File: src/rtl/core/tpic_pkg.sv
// Shared types and constants for the transmit power index calculator.
`timescale 1ns / 1ps
package tpic_pkg;

  localparam int RateIndexMax  = 32;
  localparam int MaxPowerIndex = 107;
  localparam int RateW         = 6;
  localparam int PwrIdxW       = 7;
  localparam int CfgAddrW      = 3;
  localparam int CfgDataW      = 16;

  // Per-rate power backoff, half-dBm
  localparam logic [4:0] OffsetDefault = 5'd10;
  localparam logic [4:0] OffsetSub5    = 5'd15;
  localparam logic [4:0] OffsetSub6    = 5'd17;
  localparam logic [4:0] OffsetSub7    = 5'd20;
  localparam logic [3:0] MimoBackoff   = 4'd6;
  localparam logic [3:0] Band5Bonus    = 4'd9;
  localparam logic [3:0] LastBonus     = 4'd5;

  typedef enum logic [CfgAddrW-1:0] {
    CfgMaxPower2g = 3'd0,
    CfgMaxPower5g = 3'd1,
    CfgCalibVolt  = 3'd2,
    CfgLiveVolt   = 3'd3,
    CfgCurTemp    = 3'd4
  } cfg_idx_e;

  typedef enum logic [2:0] {
    FIdle,
    FMul,
    FDiv,
    FFix,
    FTdiv,
    FPush
  } front_state_e;

  typedef struct packed {
    logic [7:0]        channel;
    logic [7:0]        a_channel;
    logic [7:0]        b_channel;
    logic [7:0]        a_power;
    logic [7:0]        b_power;
    logic [7:0]        a_gain;
    logic [7:0]        b_gain;
    logic [7:0]        a_temp;
    logic [7:0]        b_temp;
    logic [6:0]        limit;
    logic signed [7:0] atten;
    logic              band5;
  } item_t;

  typedef struct packed {
    logic [7:0]        power;
    logic [7:0]        gain;
    logic signed [9:0] tdiff;
    logic [6:0]        limit;
    logic signed [7:0] atten;
    logic              band5;
  } job_t;

  // Temperature compensation divisor by channel group
  function automatic logic [3:0] temp_div(input logic [7:0] chan);
    logic [3:0] d;
    if (chan <= 8'd20)       d = 4'd6;
    else if (chan <= 8'd43)  d = 4'd9;
    else                     d = 4'd8;
    return d;
  endfunction

endpackage

File: src/rtl/core/tpic_fifo.sv
// Two-entry job queue between front and back.
`timescale 1ns / 1ps
module tpic_fifo (
  input  logic            clk_i,
  input  logic            rst_ni,
  input  logic            push_i,
  input  tpic_pkg::job_t  push_data_i,
  output logic            full_o,
  input  logic            pop_i,
  output logic            valid_o,
  output tpic_pkg::job_t  data_o
);

  tpic_pkg::job_t mem_q [2];
  logic wptr_q, wptr_d, rptr_q, rptr_d;
  logic [1:0] cnt_q, cnt_d;

  always_comb begin
    wptr_d = wptr_q ^ push_i;
    rptr_d = rptr_q ^ pop_i;
    cnt_d  = cnt_q + {1'b0, push_i} - {1'b0, pop_i};
  end

  assign full_o  = cnt_q == 2'd2;
  assign valid_o = cnt_q != 2'd0;
  assign data_o  = mem_q[rptr_q];

  always_ff @(posedge clk_i or negedge rst_ni) begin
    if (!rst_ni) begin
      wptr_q <= 1'b0;
      rptr_q <= 1'b0;
      cnt_q  <= 2'd0;
    end else begin
      wptr_q <= wptr_d;
      rptr_q <= rptr_d;
      cnt_q  <= cnt_d;
    end
  end

  always_ff @(posedge clk_i) begin
    if (push_i) begin
      mem_q[wptr_q] <= push_data_i;
    end
  end

endmodule

File: src/rtl/core/tpic_front.sv
// Front end: input skid, interpolation and temperature compensation divides.
`timescale 1ns / 1ps
module tpic_front (
  input  logic                clk_i,
  input  logic                rst_ni,
  input  logic                in_valid_i,
  output logic                in_ready_o,
  input  tpic_pkg::item_t     item_i,
  input  logic signed [8:0]   cur_temp_i,
  output logic                push_o,
  output tpic_pkg::job_t      job_o,
  input  logic                full_i
);

  logic                   hold_valid_q, hold_valid_d;
  tpic_pkg::item_t        hold_q, work_q;
  tpic_pkg::front_state_e state_q, state_d;
  logic [4:0]             cnt_q;
  logic [7:0]             den_q;
  logic                   den_zero_q;
  logic [16:0]            num_q [3];
  logic [7:0]             rem_q [3];
  logic                   neg_q [3];
  logic                   tneg_q;
  logic [7:0]             power_q, gain_q;
  logic [16:0]            num_n [3];
  logic [7:0]             rem_n [3];
  logic [8:0]             sh    [3];
  logic [9:0]             trial [3];
  logic [7:0]             y1    [3];
  logic [7:0]             y2    [3];
  logic [7:0]             res   [3];
  logic signed [17:0]     q     [3];
  logic signed [17:0]     t     [3];
  logic signed [17:0]     h     [3];
  logic signed [8:0]      dx, dd;
  logic signed [8:0]      dy    [3];
  logic [7:0]             dx_mag, dd_mag;
  logic [7:0]             dy_mag [3];
  logic signed [10:0]     tnum;
  logic [9:0]             tmag;
  logic                   take;

  assign in_ready_o = !hold_valid_q;
  assign take       = (state_q == tpic_pkg::FIdle) && hold_valid_q;

  always_comb begin
    hold_valid_d = hold_valid_q;
    if (in_valid_i && in_ready_o) hold_valid_d = 1'b1;
    else if (take)                hold_valid_d = 1'b0;
  end

  // next state
  always_comb begin
    state_d = state_q;
    unique case (state_q)
      tpic_pkg::FIdle: if (hold_valid_q) state_d = tpic_pkg::FMul;
      tpic_pkg::FMul:  state_d = tpic_pkg::FDiv;
      tpic_pkg::FDiv:  if (cnt_q == 5'd0) state_d = tpic_pkg::FFix;
      tpic_pkg::FFix:  state_d = tpic_pkg::FTdiv;
      tpic_pkg::FTdiv: if (cnt_q == 5'd0) state_d = tpic_pkg::FPush;
      tpic_pkg::FPush: if (!full_i) state_d = tpic_pkg::FIdle;
      default:         state_d = tpic_pkg::FIdle;
    endcase
  end

  // outputs
  always_comb begin
    push_o      = (state_q == tpic_pkg::FPush) && !full_i;
    job_o.power = power_q;
    job_o.gain  = gain_q;
    job_o.tdiff = tneg_q ? -$signed({1'b0, num_q[0][8:0]}) : $signed({1'b0, num_q[0][8:0]});
    job_o.limit = work_q.limit;
    job_o.atten = work_q.atten;
    job_o.band5 = work_q.band5;
  end

  // per-lane datapath
  always_comb begin
    y1[0] = work_q.a_power; y2[0] = work_q.b_power;
    y1[1] = work_q.a_gain;  y2[1] = work_q.b_gain;
    y1[2] = work_q.a_temp;  y2[2] = work_q.b_temp;
    dx = $signed({1'b0, work_q.channel}) - $signed({1'b0, work_q.a_channel});
    dd = $signed({1'b0, work_q.b_channel}) - $signed({1'b0, work_q.a_channel});
    dx_mag = dx[8] ? 8'(-dx) : dx[7:0];
    dd_mag = dd[8] ? 8'(-dd) : dd[7:0];
    for (int i = 0; i < 3; i++) begin
      dy[i]     = $signed({1'b0, y2[i]}) - $signed({1'b0, y1[i]});
      dy_mag[i] = dy[i][8] ? 8'(-dy[i]) : dy[i][7:0];
      sh[i]     = {rem_q[i], num_q[i][16]};
      trial[i]  = {1'b0, sh[i]} - {2'b0, den_q};
      rem_n[i]  = trial[i][9] ? sh[i][7:0] : trial[i][7:0];
      num_n[i]  = {num_q[i][15:0], !trial[i][9]};
      q[i]      = neg_q[i] ? -$signed({1'b0, num_q[i]}) : $signed({1'b0, num_q[i]});
      t[i]      = q[i] + 18'sd1;
      h[i]      = t[i][17] ? -((-t[i]) >>> 1) : (t[i] >>> 1);
      res[i]    = den_zero_q ? y1[i] : 8'(y1[i] + h[i][7:0]);
    end
    tnum = ($signed({cur_temp_i[8], cur_temp_i}) - $signed({2'b0, res[2]})) <<< 1;
    tmag = tnum[10] ? 10'(-tnum) : tnum[9:0];
  end

  always_ff @(posedge clk_i or negedge rst_ni) begin
    if (!rst_ni) begin
      hold_valid_q <= 1'b0;
      state_q      <= tpic_pkg::FIdle;
    end else begin
      hold_valid_q <= hold_valid_d;
      state_q      <= state_d;
    end
  end

  always_ff @(posedge clk_i) begin
    if (in_valid_i && in_ready_o) hold_q <= item_i;
    if (take) work_q <= hold_q;
    case (state_q)
      tpic_pkg::FMul: begin
        den_q      <= dd_mag;
        den_zero_q <= dd_mag == 8'd0;
        cnt_q      <= 5'd16;
        for (int i = 0; i < 3; i++) begin
          num_q[i] <= {{8'd0, dx_mag} * {8'd0, dy_mag[i]}, 1'b0};
          rem_q[i] <= 8'd0;
          neg_q[i] <= dx[8] ^ dy[i][8] ^ dd[8];
        end
      end
      tpic_pkg::FDiv, tpic_pkg::FTdiv: begin
        cnt_q <= cnt_q - 5'd1;
        for (int i = 0; i < 3; i++) begin
          num_q[i] <= num_n[i];
          rem_q[i] <= rem_n[i];
        end
      end
      tpic_pkg::FFix: begin
        power_q  <= res[0];
        gain_q   <= res[1];
        den_q    <= {4'd0, tpic_pkg::temp_div(work_q.channel)};
        cnt_q    <= 5'd9;
        tneg_q   <= tnum[10];
        num_q[0] <= {tmag, 7'd0};
        rem_q[0] <= 8'd0;
      end
      default: ;
    endcase
  end

endmodule

File: src/rtl/core/tpic_back.sv
// Back end: walks the rate indexes of one job, one result per cycle while the output is not stalled.
`timescale 1ns / 1ps
module tpic_back (
  input  logic                                  clk_i,
  input  logic                                  rst_ni,
  input  logic                                  job_valid_i,
  input  tpic_pkg::job_t                        job_i,
  output logic                                  job_pop_o,
  input  logic [5:0]                            max_power_2g_i,
  input  logic [5:0]                            max_power_5g_i,
  input  logic signed [15:0]                    calib_voltage_i,
  input  logic signed [15:0]                    live_voltage_i,
  output logic                                  out_valid_o,
  input  logic                                  out_ready_i,
  output logic [tpic_pkg::RateW-1:0]            rate_index_o,
  output logic [tpic_pkg::PwrIdxW-1:0]          power_index_o,
  output logic                                  last_o
);

  localparam logic [tpic_pkg::RateW-1:0] RateLast = tpic_pkg::RateW'(tpic_pkg::RateIndexMax);
  localparam logic signed [11:0] IdxMax = 12'(tpic_pkg::MaxPowerIndex);

  logic [tpic_pkg::RateW-1:0]   r_q, r_d;
  logic                         out_valid_q, out_valid_d;
  logic [tpic_pkg::RateW-1:0]   rate_q;
  logic [tpic_pkg::PwrIdxW-1:0] pidx_q;
  logic                         last_q;
  logic                         load, is_last, mimo;
  logic signed [16:0]           vd;
  logic signed [2:0]            vdiff;
  logic [5:0]                   maxpwr;
  logic [4:0]                   off;
  logic signed [8:0]            chmax, pwr;
  logic signed [11:0]           idx;
  logic [tpic_pkg::PwrIdxW-1:0] idx_clamped;

  assign load      = job_valid_i && (!out_valid_q || out_ready_i);
  assign is_last   = r_q == RateLast;
  assign job_pop_o = load && is_last;
  assign mimo      = r_q[3];

  always_comb begin
    vd = $signed({live_voltage_i[15], live_voltage_i})
       - $signed({calib_voltage_i[15], calib_voltage_i});
    if (vd >= 17'sd7 && vd <= 17'sd13)        vdiff = 3'sd2;
    else if (vd <= -17'sd7 && vd >= -17'sd13)  vdiff = -3'sd1;
    else if (vd <= -17'sd14 && vd >= -17'sd20) vdiff = -3'sd2;
    else                                       vdiff = 3'sd0;

    maxpwr = job_i.band5 ? max_power_5g_i : max_power_2g_i;
    case (r_q[2:0])
      3'd5:    off = tpic_pkg::OffsetSub5;
      3'd6:    off = tpic_pkg::OffsetSub6;
      3'd7:    off = tpic_pkg::OffsetSub7;
      default: off = tpic_pkg::OffsetDefault;
    endcase
    chmax = $signed({1'b0, job_i.limit, 1'b0})
          - (mimo ? $signed({5'd0, tpic_pkg::MimoBackoff}) : 9'sd0);
    pwr   = $signed({3'd0, maxpwr}) - $signed({4'd0, off});
    if (pwr > chmax) pwr = chmax;

    idx = $signed({4'd0, job_i.gain}) - 12'(pwr) + $signed({4'd0, job_i.power})
        - 12'(job_i.tdiff) - 12'(vdiff);
    if (mimo)         idx = idx + 12'(job_i.atten);
    if (job_i.band5)  idx = idx + $signed({8'd0, tpic_pkg::Band5Bonus});
    if (is_last)      idx = idx + $signed({8'd0, tpic_pkg::LastBonus});
    if (idx < 12'sd0)        idx_clamped = '0;
    else if (idx > IdxMax)   idx_clamped = IdxMax[tpic_pkg::PwrIdxW-1:0];
    else                     idx_clamped = idx[tpic_pkg::PwrIdxW-1:0];

    out_valid_d = out_valid_q;
    if (load)             out_valid_d = 1'b1;
    else if (out_ready_i) out_valid_d = 1'b0;
    r_d = r_q;
    if (load) r_d = is_last ? '0 : r_q + 1'b1;
  end

  always_ff @(posedge clk_i or negedge rst_ni) begin
    if (!rst_ni) begin
      r_q         <= '0;
      out_valid_q <= 1'b0;
    end else begin
      r_q         <= r_d;
      out_valid_q <= out_valid_d;
    end
  end

  always_ff @(posedge clk_i) begin
    if (load) begin
      rate_q <= r_q;
      pidx_q <= idx_clamped;
      last_q <= is_last;
    end
  end

  assign out_valid_o   = out_valid_q;
  assign rate_index_o  = rate_q;
  assign power_index_o = pidx_q;
  assign last_o        = last_q;

  a_last_rate: assert property (@(posedge clk_i) disable iff (!rst_ni)
    out_valid_o && last_o |-> rate_index_o == RateLast)
    else $error("last flag on wrong rate index");
  a_job_held: assert property (@(posedge clk_i) disable iff (!rst_ni)
    r_q != '0 |-> job_valid_i)
    else $error("job left queue mid-run");
  a_pop_last: assert property (@(posedge clk_i) disable iff (!rst_ni)
    job_pop_o |=> out_valid_o && last_o)
    else $error("job popped before last result");

endmodule

File: src/rtl/core/tx_power_index_calc.sv
// Top level of the transmit power index calculator.
// Path from input transfer to the first result valid: the input skid register, one
//   multiply, 17 interpolation divide steps, one fixup, 10 temperature divide steps, the
//   push into the queue, and the back end's output register.
// Throughput: RATE_INDEX_MAX+1 = 33 results per item, the back end emitting one result
//   per cycle while out_ready_i is high; the front end's divider loop runs underneath it.
// Reset: asynchronous, active low; clears queue, state machines and registers to
//   their defaults (38, 38, 0, 0, 0). No clearing pass.
`timescale 1ns / 1ps
module tx_power_index_calc (
  input  logic                                clk_i,
  input  logic                                rst_ni,
  input  logic                                cfg_we_i,
  input  logic [tpic_pkg::CfgAddrW-1:0]       cfg_addr_i,
  input  logic [tpic_pkg::CfgDataW-1:0]       cfg_wdata_i,
  input  logic                                in_valid_i,
  output logic                                in_ready_o,
  input  logic [7:0]                          channel_i,
  input  logic [7:0]                          sample_a_channel_i,
  input  logic [7:0]                          sample_b_channel_i,
  input  logic [7:0]                          sample_a_power_i,
  input  logic [7:0]                          sample_b_power_i,
  input  logic [7:0]                          sample_a_gain_i,
  input  logic [7:0]                          sample_b_gain_i,
  input  logic [7:0]                          sample_a_temp_i,
  input  logic [7:0]                          sample_b_temp_i,
  input  logic [6:0]                          channel_limit_i,
  input  logic signed [7:0]                   mimo_atten_i,
  input  logic                                is_5ghz_i,
  output logic                                out_valid_o,
  input  logic                                out_ready_i,
  output logic [tpic_pkg::RateW-1:0]          rate_index_o,
  output logic [tpic_pkg::PwrIdxW-1:0]        power_index_o,
  output logic                                last_o
);

  // configuration registers
  logic [5:0]         max2_q, max5_q;
  logic signed [15:0] cal_q, live_q;
  logic signed [8:0]  temp_q;

  always_ff @(posedge clk_i or negedge rst_ni) begin
    if (!rst_ni) begin
      max2_q <= 6'd38;
      max5_q <= 6'd38;
      cal_q  <= '0;
      live_q <= '0;
      temp_q <= '0;
    end else if (cfg_we_i) begin
      case (tpic_pkg::cfg_idx_e'(cfg_addr_i))
        tpic_pkg::CfgMaxPower2g: max2_q <= cfg_wdata_i[5:0];
        tpic_pkg::CfgMaxPower5g: max5_q <= cfg_wdata_i[5:0];
        tpic_pkg::CfgCalibVolt:  cal_q  <= cfg_wdata_i;
        tpic_pkg::CfgLiveVolt:   live_q <= cfg_wdata_i;
        tpic_pkg::CfgCurTemp:    temp_q <= cfg_wdata_i[8:0];
        default: ;
      endcase
    end
  end

  tpic_pkg::item_t item;
  tpic_pkg::job_t  push_job, head_job;
  logic            push, full, head_valid, pop;

  always_comb begin
    item.channel   = channel_i;
    item.a_channel = sample_a_channel_i;
    item.b_channel = sample_b_channel_i;
    item.a_power   = sample_a_power_i;
    item.b_power   = sample_b_power_i;
    item.a_gain    = sample_a_gain_i;
    item.b_gain    = sample_b_gain_i;
    item.a_temp    = sample_a_temp_i;
    item.b_temp    = sample_b_temp_i;
    item.limit     = channel_limit_i;
    item.atten     = mimo_atten_i;
    item.band5     = is_5ghz_i;
  end

  // front: interpolation and temperature compensation
  tpic_front u_front (
    .clk_i, .rst_ni,
    .in_valid_i, .in_ready_o,
    .item_i     (item),
    .cur_temp_i (temp_q),
    .push_o     (push),
    .job_o      (push_job),
    .full_i     (full)
  );

  // short queue decouples the divider loop from the result stream
  tpic_fifo u_fifo (
    .clk_i, .rst_ni,
    .push_i      (push),
    .push_data_i (push_job),
    .full_o      (full),
    .pop_i       (pop),
    .valid_o     (head_valid),
    .data_o      (head_job)
  );

  // back: one power index per rate per cycle while the output is not stalled
  tpic_back u_back (
    .clk_i, .rst_ni,
    .job_valid_i     (head_valid),
    .job_i           (head_job),
    .job_pop_o       (pop),
    .max_power_2g_i  (max2_q),
    .max_power_5g_i  (max5_q),
    .calib_voltage_i (cal_q),
    .live_voltage_i  (live_q),
    .out_valid_o, .out_ready_i,
    .rate_index_o, .power_index_o, .last_o
  );

endmodule

File: config.mk
export PLATFORM = sky130hd
export DESIGN_NAME = tx_power_index_calc
export DESIGN_NICKNAME = d
export VERILOG_FILES = /design/src/rtl/core/tpic_pkg.sv /design/src/rtl/core/tpic_fifo.sv /design/src/rtl/core/tpic_front.sv /design/src/rtl/core/tpic_back.sv /design/src/rtl/core/tx_power_index_calc.sv
export SDC_FILE = /design/constraint.sdc
export NUM_CORES = 1
export LEC_CHECK = 0
export ABC_AREA = 1
export BUFFER_PORTS_ARGS = -buffer_cell sky130_fd_sc_hd__buf_2
export CAP_MARGIN = 20
export CORE_AREA = 2 2 243 269
export CTS_CLUSTER_DIAMETER = 120
export DETAILED_ROUTE_END_ITERATION = 10
export DIE_AREA = 0 0 245 271
export PLACE_DENSITY = 0.74
export SYNTH_ARGS = -nofsm -noshare
export SYNTH_HDL_FRONTEND = slang
export SYNTH_SLANG_ARGS = --single-unit
File: constraint.sdc
create_clock -name clk_i -period 8.9 [get_ports clk_i]
set_clock_uncertainty 0.1 [all_clocks]
set_input_delay 1.78 -clock clk_i [delete_from_list [all_inputs] [get_ports clk_i]]
set_output_delay 1.78 -clock clk_i [all_outputs]
set_load 0.03 [all_outputs]
==> flow_metrics.py <==
metrics = {
    "sta": {
        "fin_crit_ps": 8520,
        "hold_viol": 0,
        "tightest_slew_ps": 1070,
        "period_share_pct": 95.7,
        "setup_tns_ps": 0,
        "relSlewSlack_pct": 28.5,
        "finalMaxSlewViolations": 0,
        "max_freq_ghz": 0.117,
        "whs_ps": 313,
        "setup_viol": 0,
    },
    "logic_synthesis": {
        "netlist_top_cells_area": "edfxtp_1 32%, ha_1 11%, nand2_1 10%, fa_1 8.3%, inv_1 7.4%",
        "async_flop_share_pct": 15.1,
        "yosysMostFrequentCell": "nand2_1",
        "synth_top_area_cell": "edfxtp_1",
        "synthCells": 4122,
        "synthDominantCellAreaShare_pct": 31.9,
        "yosys_warnings": 0,
        "ys_ff_latch": 451,
        "synth_ff_type": "edfxtp_1",
        "synthTopCellsByCount": "963 x nand2_1, 685 x inv_1, 368 x edfxtp_1",
        "synth_seq_area_share_pct": 37.7,
        "ys_types": 64,
        "syn_area_mm2": 0.0346,
        "synth_fp_nets": 4669,
        "synth_edf_count": 368,
        "syn_avg_cell_area_um2": 8.40,
    },
    "cells_and_area": {
        "drive_gt1_share_pct": 10.6,
        "syn2layout_area_growth_pct": 10.7,
        "nNetsFinal": 4827,
        "design_area_mm2": 0.0383,
        "n_antenna_cell": 0,
    },
    "cts": {
        "ctsHtreeMaxLevel": 2,
        "worstSkewPairLatency_ps": 600,
        "cts_tree": "yes",
        "clock-sinks": 451,
        "clk_pin_slew_ps": 60,
        "clockBufferDepth": 3,
        "cts_buffers": 47,
        "cts_root_buf": "clkbuf_16",
        "cts_hold_buf": 0,
    },
    "die": {
        "die-area_mm2": 0.0664,
        "initial_core_util_pct": 54.5,
        "die_w_um": 245,
        "core_area_mm2": 0.0635,
        "num_rows": 97,
        "ioPinCount": 128,
        "die_h_um": 271,
    },
    "worst_setup_path": {
        "rr_endpoint": "u_back.power_index_o[1]",
        "max_stage_delay_ps": 460,
        "crit_arrival_ps": 8750,
        "r2r_start": "u_back.r_q[1]",
        "r2r_cells": 58,
        "required_ps": 9140,
        "critical_path.most_common_cell": "nand2_1",
        "start_kind": "flop",
        "critPathCaptureType": "flop",
        "critical_path_class": "reg2reg",
        "slowest_stage": "dfrtp_2",
        "r2r_slack_ps": 380,
        "critPathMaxFanout": 6,
    },
    "global_route": {
        "antenna_found_initial": 0,
        "grt_pass1_wl_um": 126000,
        "grt_max_degree": 69,
        "first_global_vias": 26200,
        "overflow": 0,
        "grt_usage_pct": 23.3,
    },
    "placed_design": {
        "gp_congestion": 0.948,
        "postPlaceCellArea_mm2": 0.0363,
        "portBuffers": 127,
        "place.detailed.hpwl_um": 58700,
    },
    "run": {
        "cap_violations": 0,
    },
    "routing": {
        "wl_per_cell_um": 14.8,
        "final_antenna_net_count": 0,
        "routed_wl_um": 76400,
        "drt-initial-drc-count": 1604,
        "drcViolationCount": 0,
        "viasPerCell": 5.26,
        "drt_first_pass_iters": 6,
        "via_count": 27100,
    },
    "min_path": {
        "min-delay-start": "u_front.hold_q[30]",
        "whs_endpoint": "u_front.work_q[30]",
        "hold_path.class": "reg2reg",
        "whs_path_depth": 0,
    },
    "status": {
        "outcome": "finished clean",
    },
}
==> per-layer routing <==
layer | vias to the layer above | GRT usage, % | part of all wire (%)
li1 | 13700 | - | -
met4 | 0 | 8.04 | 3.2
met5 | - | 0 | 0
met1 | 12700 | 29.3 | 43
met3 | 147 | 3.09 | 4.5
met2 | 551 | 41.0 | 49
==> critical path, delay by kind of cell, from the launching register on <==
family / cells / cell delay (ps)
AOI/OAI and AO/OA: 7 / 1090
buffers and inverters: 9 / 610
DFF: 1 / 460
adders and majority gates: 9 / 2620
xor gates and xnor gates: 2 / 370
and+or+nand+nor: 31 / 2980
==> state kept, by name, indices dropped and copies added, names as in the netlist, 9 cells and up <==
name            flops
temp_q              9
u_front.work_q     72
live_q             16
u_front.job_o      16
u_front.num_q      51
cal_q              16
u_front.rem_q      24
u_front.hold_q     88
u_fifo.mem_q       84
==> layout by cell type (no fill, tap or decap), types with 44 or more instances in the layout <==
| cell type | n |
|---|---|
| dfrtp_1 | 60 |
| nand2_1 | 949 |
| clkbuf_16 | 49 |
| nand3_1 | 236 |
| edfxtp_1 | 368 |
| inv_1 | 672 |
| xor2_1 | 125 |
| buf_4 | 44 |
| buf_2 | 127 |
| o21ai_0 | 260 |
| ha_1 | 276 |
| fa_1 | 142 |
| a21oi_1 | 156 |
| nor2_1 | 324 |
==> how the worst max path moves through the flow <==
| stage | startpoint | end | slack [ps] | cells after the start |
|---|---|---|---|---|
| after floorplan | u_fifo.rptr_q | u_back.power_index_o[2] | 460 | 57 |
| after global placement | u_fifo.mem_q[0][0] | u_back.power_index_o[2] | -30 | 52 |
| after detailed placement | u_fifo.mem_q[0][0] | u_back.power_index_o[1] | -260 | 52 |
| after CTS | u_back.r_q[1] | u_back.power_index_o[1] | 10 | 55 |
| after global routing | u_back.r_q[1] | u_back.power_index_o[1] | -160 | 58 |
| final | u_back.r_q[1] | u_back.power_index_o[1] | 380 | 58 |
==> logic make-up after synthesis <==
kind of cell	Yosys count	synth area share [%]
compound gates	552	8.83
xor+xnor	162	4.23
fa+ha+maj	435	18.8
buf+inv	775	8.54
flops	451	37.7
mux	14	0.405
simple gates	1733	21.5
==> what timing repair did <==
item / 4_1_cts / 5_1_grt
buffers inserted: 3 / 13
pin swaps: 1 / 33
gates resized for setup: 6 / 94
endpoints found under the setup margin: 7 / 7
==> layout make-up <==
cell class              count  area [um^2]
repair buffers            175         1020
inverters                 709         2670
fillers                  5496        25100
clock buffers              59         1260
flip-flops and latches    451        13100
well taps                 841         1050
clock inverters            28          302
multi-input cells        2896        19000
==> stage by stage <==
step	cells	setup WS [ps]	util [%]
3_3_place_gp	5054	-32.4	57.1
6_report	5159	381	60.4
5_1_grt	5159	-165	60.4
4_1_cts	5144	13.5	59.7
3_5_place_dp	5054	-258	57.1
2_1_floorplan	4122	465	-
Power is not shown: default switching activity piles up to over one toggle a cycle in this logic, so the estimate is an artifact.
